<file path="config.mk">
export PLATFORM = sky130hd
export DESIGN_NAME = packet_group_decode_checksum_core
export DESIGN_NICKNAME = d
export VERILOG_FILES = /design/src/rtl/core/pgdc_pkg.sv /design/src/rtl/core/packet_group_decode_checksum_core.sv /design/src/rtl/core/pgdc_in_stage.sv /design/src/rtl/core/pgdc_engine.sv /design/src/rtl/core/pgdc_out_stage.sv
export SDC_FILE = /design/constraint.sdc
export NUM_CORES = 1
export LEC_CHECK = 0
export BUFFER_PORTS_ARGS = -buffer_cell sky130_fd_sc_hd__buf_2
export CAP_MARGIN = 25
export CORE_MARGIN = 2
export CORE_UTILIZATION = 61
export DETAILED_ROUTE_END_ITERATION = 8
export PLACE_DENSITY = 0.82
export SYNTH_ARGS = -nofsm -noshare
export SYNTH_HDL_FRONTEND = slang
export SYNTH_HIERARCHICAL = 1
export SYNTH_SLANG_ARGS = --single-unit
</file>
<file path="constraint.sdc">
create_clock -name clock -period 5.9 [get_ports clock]
set_clock_uncertainty 0.1 [all_clocks]
set_input_delay 1.18 -clock clock [delete_from_list [all_inputs] [get_ports clock]]
set_output_delay 1.18 -clock clock [all_outputs]
set_load 0.005 [all_outputs]
</file>
<file path="src/rtl/core/pgdc_pkg.sv">
package pgdc_pkg;

   // Packet sections, one-hot.
   typedef enum logic [7:0] {
      SEC_HUNT    = 8'b0000_0001,
      SEC_HEADER  = 8'b0000_0010,
      SEC_ODD_HI  = 8'b0000_0100,
      SEC_ODD_DAT = 8'b0000_1000,
      SEC_GRP_HI  = 8'b0001_0000,
      SEC_GRP_DAT = 8'b0010_0000,
      SEC_CHK1    = 8'b0100_0000,
      SEC_CHK2    = 8'b1000_0000
   } section_type;

   typedef enum logic [2:0] {
      OUT_OK             = 3'd0,
      OUT_MISMATCH       = 3'd1,
      OUT_NO_START       = 3'd2,
      OUT_SHORT_HEADER   = 3'd3,
      OUT_SHORT_ODD      = 3'd4,
      OUT_SHORT_GROUP    = 3'd5,
      OUT_SHORT_CHECKSUM = 3'd6
   } outcome_type;

   localparam logic [7:0] START_MARK = 8'hC3;
   localparam logic [7:0] TOP_BIT    = 8'h80;
   localparam logic [6:0] LOW7       = 7'h7F;

   localparam logic [2:0] ODD_COUNT_POS = 3'd5;
   localparam logic [2:0] LAST_HDR_POS  = 3'd6;
   localparam logic [2:0] LAST_GRP_POS  = 3'd6;
   localparam logic [2:0] MAX_POS       = 3'd7;

   typedef struct packed {
      logic [7:0] wire_byte;
      logic       end_of_buffer;
   } word_type;

   typedef struct packed {
      outcome_type outcome;
      logic [7:0]  residue;
   } result_type;

endpackage

</file>
<file path="src/rtl/core/packet_group_decode_checksum_core.sv">
// A word accepted into the input register is decoded from there, and its result, if it has
// one, is loaded into the result register and presented on rsp_valid from that register.
// Throughput: one word per cycle; a result held while rsp_ready is low stalls the input.
// Reset (synchronous, active high) empties the input and result registers and returns the
// decoder to hunting for the start byte with a cleared checksum.
module packet_group_decode_checksum_core (
   input  logic       clock,
   input  logic       reset,
   input  logic       req_valid,
   output logic       req_ready,
   input  logic [7:0] req_wire_byte,
   input  logic       req_end_of_buffer,
   output logic       rsp_valid,
   input  logic       rsp_ready,
   output logic [2:0] rsp_outcome,
   output logic [7:0] rsp_residue
);

   pgdc_pkg::word_type   req_word;
   pgdc_pkg::word_type   word;
   pgdc_pkg::result_type step_result;
   pgdc_pkg::result_type rsp_result;
   logic                 word_valid;
   logic                 space;
   logic                 advance;
   logic                 emit;

   assign req_word.wire_byte     = req_wire_byte;
   assign req_word.end_of_buffer = req_end_of_buffer;

   // A word moves through the decoder only when the result register can take its result.
   assign advance = word_valid && space;

   pgdc_in_stage u_in_stage (
      .clock      (clock),
      .reset      (reset),
      .req_valid  (req_valid),
      .req_ready  (req_ready),
      .req_word   (req_word),
      .advance    (advance),
      .word_valid (word_valid),
      .word       (word)
   );

   pgdc_engine u_engine (
      .clock   (clock),
      .reset   (reset),
      .step_en (advance),
      .word    (word),
      .emit    (emit),
      .result  (step_result)
   );

   pgdc_out_stage u_out_stage (
      .clock       (clock),
      .reset       (reset),
      .load        (advance && emit),
      .load_result (step_result),
      .space       (space),
      .rsp_valid   (rsp_valid),
      .rsp_ready   (rsp_ready),
      .rsp_result  (rsp_result)
   );

   assign rsp_outcome = rsp_result.outcome;
   assign rsp_residue = rsp_result.residue;

endmodule

</file>
<file path="src/rtl/core/pgdc_in_stage.sv">
module pgdc_in_stage (
   input  logic                clock,
   input  logic                reset,
   input  logic                req_valid,
   output logic                req_ready,
   input  pgdc_pkg::word_type  req_word,
   input  logic                advance,
   output logic                word_valid,
   output pgdc_pkg::word_type  word
);

   logic               valid_ff;
   logic               valid_in;
   pgdc_pkg::word_type word_ff;

   // The register may refill in the same cycle that its word moves on.
   assign req_ready  = !valid_ff || advance;
   assign valid_in   = (req_valid && req_ready) || (valid_ff && !advance);
   assign word_valid = valid_ff;
   assign word       = word_ff;

   always_ff @(posedge clock) begin
      if (reset) begin
         valid_ff <= 1'b0;
      end else begin
         valid_ff <= valid_in;
      end
   end

   always_ff @(posedge clock) begin
      if (req_valid && req_ready) begin
         word_ff <= req_word;
      end
   end

endmodule

</file>
<file path="src/rtl/core/pgdc_engine.sv">
module pgdc_engine (
   input  logic                 clock,
   input  logic                 reset,
   input  logic                 step_en,
   input  pgdc_pkg::word_type   word,
   output logic                 emit,
   output pgdc_pkg::result_type result
);

   pgdc_pkg::section_type section_ff, section_in;
   logic [7:0] sum_ff, sum_in;
   logic [2:0] position_ff, position_in;
   logic [6:0] odd_total_ff, odd_total_in;
   logic [6:0] groups_left_ff, groups_left_in;
   logic [6:0] high_bits_ff, high_bits_in;
   logic [7:0] first_check_ff, first_check_in;
   logic       reported_ff, reported_in;

   logic [7:0] b;
   logic       last;
   logic [7:0] restored;
   logic [7:0] pkt_sum;
   logic [7:0] res;

   function automatic logic [7:0] restore(input logic [7:0] w, input logic [2:0] idx,
                                          input logic [6:0] hb);
      logic hi;
      hi = 1'b0;
      if (idx < pgdc_pkg::MAX_POS) begin
         hi = hb[3'd6 - idx];
      end
      return {hi, w[6:0] & pgdc_pkg::LOW7};
   endfunction

   assign b        = word.wire_byte;
   assign last     = word.end_of_buffer;
   assign restored = restore(b, position_ff, high_bits_ff);
   assign pkt_sum  = {b[6:0], 1'b1} & first_check_ff;
   assign res      = sum_ff ^ pkt_sum;

   always_comb begin
      section_in     = section_ff;
      sum_in         = sum_ff;
      position_in    = position_ff;
      odd_total_in   = odd_total_ff;
      groups_left_in = groups_left_ff;
      high_bits_in   = high_bits_ff;
      first_check_in = first_check_ff;
      reported_in    = reported_ff;
      emit           = 1'b0;
      result.outcome = pgdc_pkg::OUT_OK;
      result.residue = '0;

      if (!reported_ff) begin
         unique case (section_ff)
            pgdc_pkg::SEC_HUNT: begin
               if (b == pgdc_pkg::START_MARK) begin
                  section_in  = pgdc_pkg::SEC_HEADER;
                  position_in = '0;
               end
            end
            pgdc_pkg::SEC_HEADER: begin
               sum_in = sum_ff ^ (b | pgdc_pkg::TOP_BIT);
               if (position_ff == pgdc_pkg::ODD_COUNT_POS) begin
                  odd_total_in = b[6:0];
               end
               if (position_ff >= pgdc_pkg::LAST_HDR_POS) begin
                  groups_left_in = b[6:0];
                  position_in    = '0;
                  if (odd_total_ff != '0) begin
                     section_in = pgdc_pkg::SEC_ODD_HI;
                  end else if (b[6:0] != '0) begin
                     section_in = pgdc_pkg::SEC_GRP_HI;
                  end else begin
                     section_in = pgdc_pkg::SEC_CHK1;
                  end
               end else begin
                  position_in = position_ff + 3'd1;
               end
            end
            pgdc_pkg::SEC_ODD_HI: begin
               high_bits_in = b[6:0];
               position_in  = '0;
               section_in   = pgdc_pkg::SEC_ODD_DAT;
            end
            pgdc_pkg::SEC_ODD_DAT: begin
               sum_in = sum_ff ^ restored;
               // The position saturates so that late odd bytes get a clear top bit.
               if (position_ff < pgdc_pkg::MAX_POS) begin
                  position_in = position_ff + 3'd1;
               end
               odd_total_in = odd_total_ff - 7'd1;
               if (odd_total_in == '0) begin
                  section_in = (groups_left_ff != '0) ? pgdc_pkg::SEC_GRP_HI
                                                      : pgdc_pkg::SEC_CHK1;
               end
            end
            pgdc_pkg::SEC_GRP_HI: begin
               high_bits_in = b[6:0];
               position_in  = '0;
               section_in   = pgdc_pkg::SEC_GRP_DAT;
            end
            pgdc_pkg::SEC_GRP_DAT: begin
               sum_in = sum_ff ^ restored;
               if (position_ff >= pgdc_pkg::LAST_GRP_POS) begin
                  position_in    = '0;
                  groups_left_in = groups_left_ff - 7'd1;
                  section_in     = (groups_left_in != '0) ? pgdc_pkg::SEC_GRP_HI
                                                          : pgdc_pkg::SEC_CHK1;
               end else begin
                  position_in = position_ff + 3'd1;
               end
            end
            pgdc_pkg::SEC_CHK1: begin
               first_check_in = b;
               section_in     = pgdc_pkg::SEC_CHK2;
            end
            pgdc_pkg::SEC_CHK2: begin
               emit           = 1'b1;
               reported_in    = 1'b1;
               result.outcome = (res != '0) ? pgdc_pkg::OUT_MISMATCH : pgdc_pkg::OUT_OK;
               result.residue = res;
            end
            default: begin
               section_in = pgdc_pkg::SEC_HUNT;
            end
         endcase

         // A buffer that ends early reports the section it was cut off in.
         if (last && !emit) begin
            emit = 1'b1;
            unique case (section_in)
               pgdc_pkg::SEC_HUNT:   result.outcome = pgdc_pkg::OUT_NO_START;
               pgdc_pkg::SEC_HEADER: result.outcome = pgdc_pkg::OUT_SHORT_HEADER;
               pgdc_pkg::SEC_ODD_HI,
               pgdc_pkg::SEC_ODD_DAT: result.outcome = pgdc_pkg::OUT_SHORT_ODD;
               pgdc_pkg::SEC_GRP_HI,
               pgdc_pkg::SEC_GRP_DAT: result.outcome = pgdc_pkg::OUT_SHORT_GROUP;
               default:              result.outcome = pgdc_pkg::OUT_SHORT_CHECKSUM;
            endcase
         end
      end

      if (last) begin
         section_in     = pgdc_pkg::SEC_HUNT;
         sum_in         = '0;
         position_in    = '0;
         odd_total_in   = '0;
         groups_left_in = '0;
         high_bits_in   = '0;
         first_check_in = '0;
         reported_in    = 1'b0;
      end
   end

   always_ff @(posedge clock) begin
      if (reset) begin
         section_ff     <= pgdc_pkg::SEC_HUNT;
         sum_ff         <= '0;
         position_ff    <= '0;
         odd_total_ff   <= '0;
         groups_left_ff <= '0;
         high_bits_ff   <= '0;
         first_check_ff <= '0;
         reported_ff    <= 1'b0;
      end else if (step_en) begin
         section_ff     <= section_in;
         sum_ff         <= sum_in;
         position_ff    <= position_in;
         odd_total_ff   <= odd_total_in;
         groups_left_ff <= groups_left_in;
         high_bits_ff   <= high_bits_in;
         first_check_ff <= first_check_in;
         reported_ff    <= reported_in;
      end
   end

   a_last_restarts: assert property (@(posedge clock) disable iff (reset)
      step_en && last |=> section_ff == pgdc_pkg::SEC_HUNT && !reported_ff && sum_ff == '0)
      else $error("packet state not cleared after the last word");

   a_single_report: assert property (@(posedge clock) disable iff (reset)
      emit |-> !reported_ff)
      else $error("second result for one packet");

   a_report_origin: assert property (@(posedge clock) disable iff (reset)
      $rose(reported_ff) |-> $past(step_en && emit && section_ff == pgdc_pkg::SEC_CHK2))
      else $error("reported flag set without a checksum result");

   a_short_residue: assert property (@(posedge clock) disable iff (reset)
      emit && result.outcome != pgdc_pkg::OUT_OK && result.outcome != pgdc_pkg::OUT_MISMATCH
      |-> result.residue == '0 && last)
      else $error("short outcome with nonzero residue or without the last flag");

endmodule

</file>
<file path="src/rtl/core/pgdc_out_stage.sv">
module pgdc_out_stage (
   input  logic                 clock,
   input  logic                 reset,
   input  logic                 load,
   input  pgdc_pkg::result_type load_result,
   output logic                 space,
   output logic                 rsp_valid,
   input  logic                 rsp_ready,
   output pgdc_pkg::result_type rsp_result
);

   logic                 valid_ff;
   logic                 valid_in;
   pgdc_pkg::result_type result_ff;

   // Room for a new result when empty or when the held one leaves this cycle.
   assign space      = !valid_ff || rsp_ready;
   assign valid_in   = load || (valid_ff && !rsp_ready);
   assign rsp_valid  = valid_ff;
   assign rsp_result = result_ff;

   always_ff @(posedge clock) begin
      if (reset) begin
         valid_ff <= 1'b0;
      end else begin
         valid_ff <= valid_in;
      end
   end

   always_ff @(posedge clock) begin
      if (load) begin
         result_ff <= load_result;
      end
   end

endmodule

</file>
== Word level (Yosys, flattened, before mapping) ==
Cells that the tools add are included.

* Bits of input ports: 13
* Register bits: 71
* Output and inout bits: 13
* Word-level logic and storage cells: 137

* Reductions and logical operators: 40
* Eq/ne operators: 22
* Add/subtract/negate cells: 4
* Magnitude comparators: 3
* Bitwise operators: 5
* Mux-type cells: 49

{| class="wikitable"
|+ Operators with widths
! cell !! count
|-
| 8-bit two-way mux || 13
|-
| 7-bit two-way mux || 13
|-
| 8-bit case mux with 8 select lines || 1
|-
| 7-bit case mux with 2 select lines || 2
|-
| 7-bit nonzero test || 4
|-
| 3-bit case mux with 4 select lines || 2
|-
| 8-bit XOR || 3
|-
| 3-bit two-way mux || 6
|-
| 8-bit by 1-bit equality test with 1-bit output (second input constant) || 2
|-
| 8-bit by 2-bit equality test with 1-bit output (second input constant) || 2
|-
| 8-bit by 3-bit equality test with 1-bit output (second input constant) || 2
|-
| 8-bit by 4-bit equality test with 1-bit output (second input constant) || 2
|-
| 8-bit by 5-bit equality test with 1-bit output (second input constant) || 2
|-
| 8-bit by 6-bit equality test with 1-bit output (second input constant) || 2
|-
| 8-bit equality test (second input constant) || 2
|-
| 8-bit case mux with 2 select lines || 1
|-
| 3-bit by 2-bit inequality test with 1-bit output (second input constant) || 5
|-
| 7-bit by 1-bit subtractor with 7-bit output (second input constant) || 2
|-
| 2-bit OR reduction || 6
|-
| 11-bit two-way mux || 1
|-
| 5-bit AND reduction || 2
|-
| 1-bit two-way mux || 9
|-
| 3-bit AND reduction || 3
|-
| 3-bit nonzero test || 3
|-
| other kinds (20) || 33
|}

== Longest topological paths before layout ==
* Depth after elaboration: 10
* Gate-level depth with buffers: 9
* Depth with buffers taken out: 8

== Modules after synthesis ==
Netlist, hierarchy kept.

{| class="wikitable"
|+ Modules (own cells, without submodules)
! module !! times used !! area an instance (µm²) !! seq. area each (µm²) !! cells an instance
|-
| pgdc_engine || 1 || 3,170.5 || 980.9 || 415
|-
| pgdc_out_stage || 1 || 376.6 || 350.3 || 15
|-
| pgdc_in_stage || 1 || 325.3 || 290.3 || 14
|-
| packet_group_decode_checksum_core || 1 || 12.5 || 0.0 || 2
|}

== Least setup slack after synthesis ==
OpenSTA, ideal clock, no wires.

* Path kind: input to register
* Start point: input rsp_ready
* End point: register u_engine.groups_left_ff[5]
* Required time: 5.726 ns
* Buffers on the path: 1
* Arrival: 2.959 ns
* Path slack: 2.766 ns
* Cell stages on the path: 9
* Setup time: 0.074 ns
* Cell sequence: nand2b_4 and2_1 nor3b_1 nand2b_1 or3_1 clkbuf_2 a211oi_1 o21ai_1 o21ai_0

* Word-level cells in the longest chain between the ends: 3

{| class="wikitable"
|+ RTL lines
! what !! line !! RTL
|-
| start, declared || packet_group_decode_checksum_core.sv:14 || <nowiki>input logic rsp_ready,</nowiki>
|-
| 1-bit logical OR || pgdc_out_stage.sv:17 || <nowiki>assign space = !valid_ff || rsp_ready;</nowiki>
|-
| 1-bit logical AND || packet_group_decode_checksum_core.sv:32 || <nowiki>assign advance = word_valid && space;</nowiki>
|-
| via advance || packet_group_decode_checksum_core.sv:25 || <nowiki>logic advance;</nowiki>
|-
| 5-bit AND reduction (no line) || -- ||
|-
| end signal, assigned || pgdc_engine.sv:171 || <nowiki>groups_left_ff <= groups_left_in;</nowiki>
|-
| end, declared || pgdc_engine.sv:14 || <nowiki>logic [6:0] groups_left_ff, groups_left_in;</nowiki>
|}

The timed path passes the listed nets, and every way through them passes these cells.
A chain may end at the register's enable or synchronous reset.

== Worst setup path after layout ==
* Start point: input rsp_ready
* End point: register u_engine.groups_left_ff[5]

* Word-level cells in the longest chain between the ends: 3

{| class="wikitable"
|+ RTL lines
! what !! line !! RTL
|-
| 1-bit logical OR || pgdc_out_stage.sv:17 ||
|-
| via space || packet_group_decode_checksum_core.sv:24 || <nowiki>logic space;</nowiki>
|-
| 1-bit logical AND || packet_group_decode_checksum_core.sv:32 ||
|-
| via advance || packet_group_decode_checksum_core.sv:25 ||
|-
| 5-bit AND reduction (no line) || -- ||
|}

The timed path passes the listed nets, and every way through them passes these cells.

==> qor.csv <==
stage,metric,value,unit
drt,vias,3497,
timing,tns,0,ns
global_routing,grt_pass1_vias,3186,
synth,ys_types,64,
synth,seq_area_frac_synth,41.7,%
pwr,p_int,0.000774,W
timing,fin_crit,3.51,ns
clock_network,insertion_delay,0.35,ns
synth,synth_edf_count,20,
pwr,switching_share,24.0,%
floorplanning,die_y,83.8,µm
synth,synth_fp_nets,468,
clock_network,cts_setup_buffers,0,
timing,period_share,59.5,%
clock_network,cts_root_buf,clkbuf_8,
clock_network,cts_resized,0,
worst_setup_path,critical_path.cell_chain,"buf_2, nand2b_4, and2_1, nor3b_1, nand2b_1, or3_1, a211oi_1, o21ai_1, o21ai_0",
pwr,p_leak,1.57,nW
worst_setup_path,r2r_start,u_out_stage/rsp_valid,
outcome,status,"complete, no violations",
placement,hpwl,6550,µm
global_routing,grt_usage,27.3,%
pwr,p_sw,0.000245,W
drt,vias_per_cell,6.48,
finish,layout-drive-gt1-share,12.3,%
finish,final_cell_mix,"68 x nor2_1, 51 x dfxtp_1, 31 x nand2_1",
drt,first_pass_iters,5,
clock_network,clk_pin_slew,0.07,ns
global_routing,grt_max_degree,40,
pwr,combPwrFrac,7.0,%
clock_network,cts_made_buffers,9,
hold_path,hp-start,u_engine/high_bits_ff[4],
floorplanning,die_w,83.8,µm
floorplanning,io_pins,26,
clock_network,cts_max_path_buffers,2,
pwr,ir_worst_vdd,220,µV
drt,wirelength,9370,µm
worst_setup_path,slowest_delay,0.80,ns
clock_network,hold_buffers,0,
drt,ant_nets,0,
worst_setup_path,crit_arrival,3.68,ns
timing,finalSetupViolations,0,
pwr,power_frac_clock,41.0,%
worst_setup_path,crit_fanout,9,
timing,rsz0062_at_grt,no,
floorplanning,start_util,62.2,%
synth,netlist_instances,446,
global_routing,grt_pass1_wl,15200,µm
global_routing,antenna_found_initial,0,
synth,yosys_warnings,6,
worst_setup_path,crit_start,rsp_ready,
floorplanning,coreArea,6240,µm²
floorplanning,rows,29,
worst_setup_path,cpMaxStageDelayCell,nor3b_1,
clock_network,clkSinkCount,71,
synth,syn-cell-area,3880,µm²
timing,worstMarginPinSlew,0.928,ns
finish,final-instance-count-excl-fill,540,
finish,nets,480,
timing,hold_violations,0,
pwr,powerDensity,240,nW/µm²
finish,layout_commonest_cell,nor2_1,
placement,dpl.cell_count,524,
drt,drt_iter0_drc,411,
run,maxCapViolations,0,
worst_setup_path,cp_data_required_time,6.07,ns
timing,max_slew_margin,38.0,%
worst_setup_path,crit_type,input pin to flip-flop,
synth,ys_async_sr_fraction,0,%
synth,synth_seq_cells,71,
pwr,seqPwrFrac,52.0,%
synth,syn_avg_cell_area,8.71,µm²
synth,synthFlopType,dfxtp_1,
clock_network,cts.htree.levels,3,
timing,final_max_slew_viol_count,0,
drt,wl_per_cell,17.4,µm
worst_setup_path,worst_setup_path_start_kind,input pin,
global_routing,gr-total-overflow,0,
clock_network,cts_tree,done,
timing,clock.fmax,285,MHz
placement,portBuffers,25,
floorplanning,die-area,7020,µm²
finish,diodes,0,
hold_path,hold_class,flip-flop to flip-flop,
drt,post-route-drc-count,0,
placement,gp_congestion,0.980,
finish,synthToLayoutAreaGrowth,9.08,%
worst_setup_path,end_kind,flip-flop,
[routing by layer]
metal	wire, µm	part of all wire, %	track usage [%]	vias up
met2	4370	47	43.3	184
met5	0	0	0	-
li1	-	-	-	1631
met1	3920	42	35.8	1653
met4	349	3.7	15.8	0
met3	733	7.8	3.66	29
[power by group through the flow]
stage               Clock [W]  Sequential, W  Combinational [W]
floorplan                   0       0.000533          0.0000519
global placement            0       0.000540          0.0000671
detailed placement          0       0.000541          0.0000693
CTS                  0.000423       0.000529          0.0000698
global route         0.000443       0.000531          0.0000781
finish               0.000418       0.000530          0.0000712
[through the flow]
step / cell area (µm²) / power [W] / hold WS [ns] / setup slack (ns) / util [%]
2_1_floorplan: 3880 / 0.000584 / 0.349 / 2.77 / -
3_5_place_dp: 4020 / 0.000610 / 0.368 / 2.21 / 64.4
5_1_grt: 4240 / 0.00105 / 0.399 / 2.24 / 67.9
6_report: 4240 / 0.00102 / 0.379 / 2.39 / 67.9
3_3_place_gp: 4020 / 0.000607 / 0.359 / 2.29 / 64.4
4_1_cts: 4240 / 0.00102 / 0.379 / 2.57 / 67.9
[cell families (layout without fill, tap and decap cells)]
| logic type | Yosys count | in the layout | share of synthesized area (%) |
|---|---|---|---|
| mux | 10 | 10 | 2.64 |
| fa+ha+maj | 9 | 9 | 2.90 |
| xor+xnor | 26 | 26 | 5.86 |
| flops | 71 | 71 | 41.7 |
| buf+inv | 40 | 57 | 4.09 |
| compound gates | 103 | 103 | 17.6 |
| simple gates | 187 | 187 | 25.2 |
[final cells by class]
| type | count | area (µm²) |
|---|---|---|
| Multi-Input combinational cell | 335 | 2110 |
| Fill cell | 509 | 2000 |
| Sequential cell | 71 | 1620 |
| Clock buffer | 12 | 166 |
| Timing Repair Buffer | 27 | 140 |
| Tap cell | 77 | 96.3 |
| Inverter | 14 | 52.6 |
| Clock inverter | 4 | 51.3 |
[synthesized netlist by cell type, types with 6 or more instances]
master	n	area, µm²
nor2_1	68	255
dfxtp_1	51	1020
nand2_1	31	116
a21oi_1	28	140
clkbuf_1	24	90.1
o21ai_0	23	115
edfxtp_1	20	601
a22oi_1	15	113
nor3_1	15	75.1
xor2_1	15	131
inv_1	13	48.8
xnor2_1	11	96.3
nand3_1	10	50.1
ha_1	9	113
mux2i_1	8	80.1
nand2b_1	6	37.5
nand3b_1	6	45.0
[final timing paths]
check,end,slack (ns),cells past startpoint
worst max register to register,u_engine/groups_left_ff[5],3.00,8
worst max-delay path,u_engine/groups_left_ff[5],2.39,9
worst min-delay path,u_engine/high_bits_ff[4],0.38,2
worst min register to register,u_engine/high_bits_ff[4],0.38,2
[worst max-delay path: cells and delay by family]
kind / cells / cell delay [ns]
buffers and inverters: 1 / 0.08
and+or+nand+nor: 5 / 1.96
AOI/OAI and AO/OA: 3 / 0.47
[sequential cells by signal (all words and copies together), names as in the netlist]
signal                   count
u_engine/first_check_ff      8
u_engine/sum_ff              8
u_engine/groups_left_ff      7
u_engine/reported_ff         1
u_engine/odd_total_ff        7
u_engine/position_ff         3
u_engine/section_ff          8
u_engine/high_bits_ff        7
u_out_stage/rsp_valid        1
u_out_stage/rsp_result      11
u_in_stage/word_valid        1
u_in_stage/word              9
Note: power is estimated with default switching activity, not from simulation.
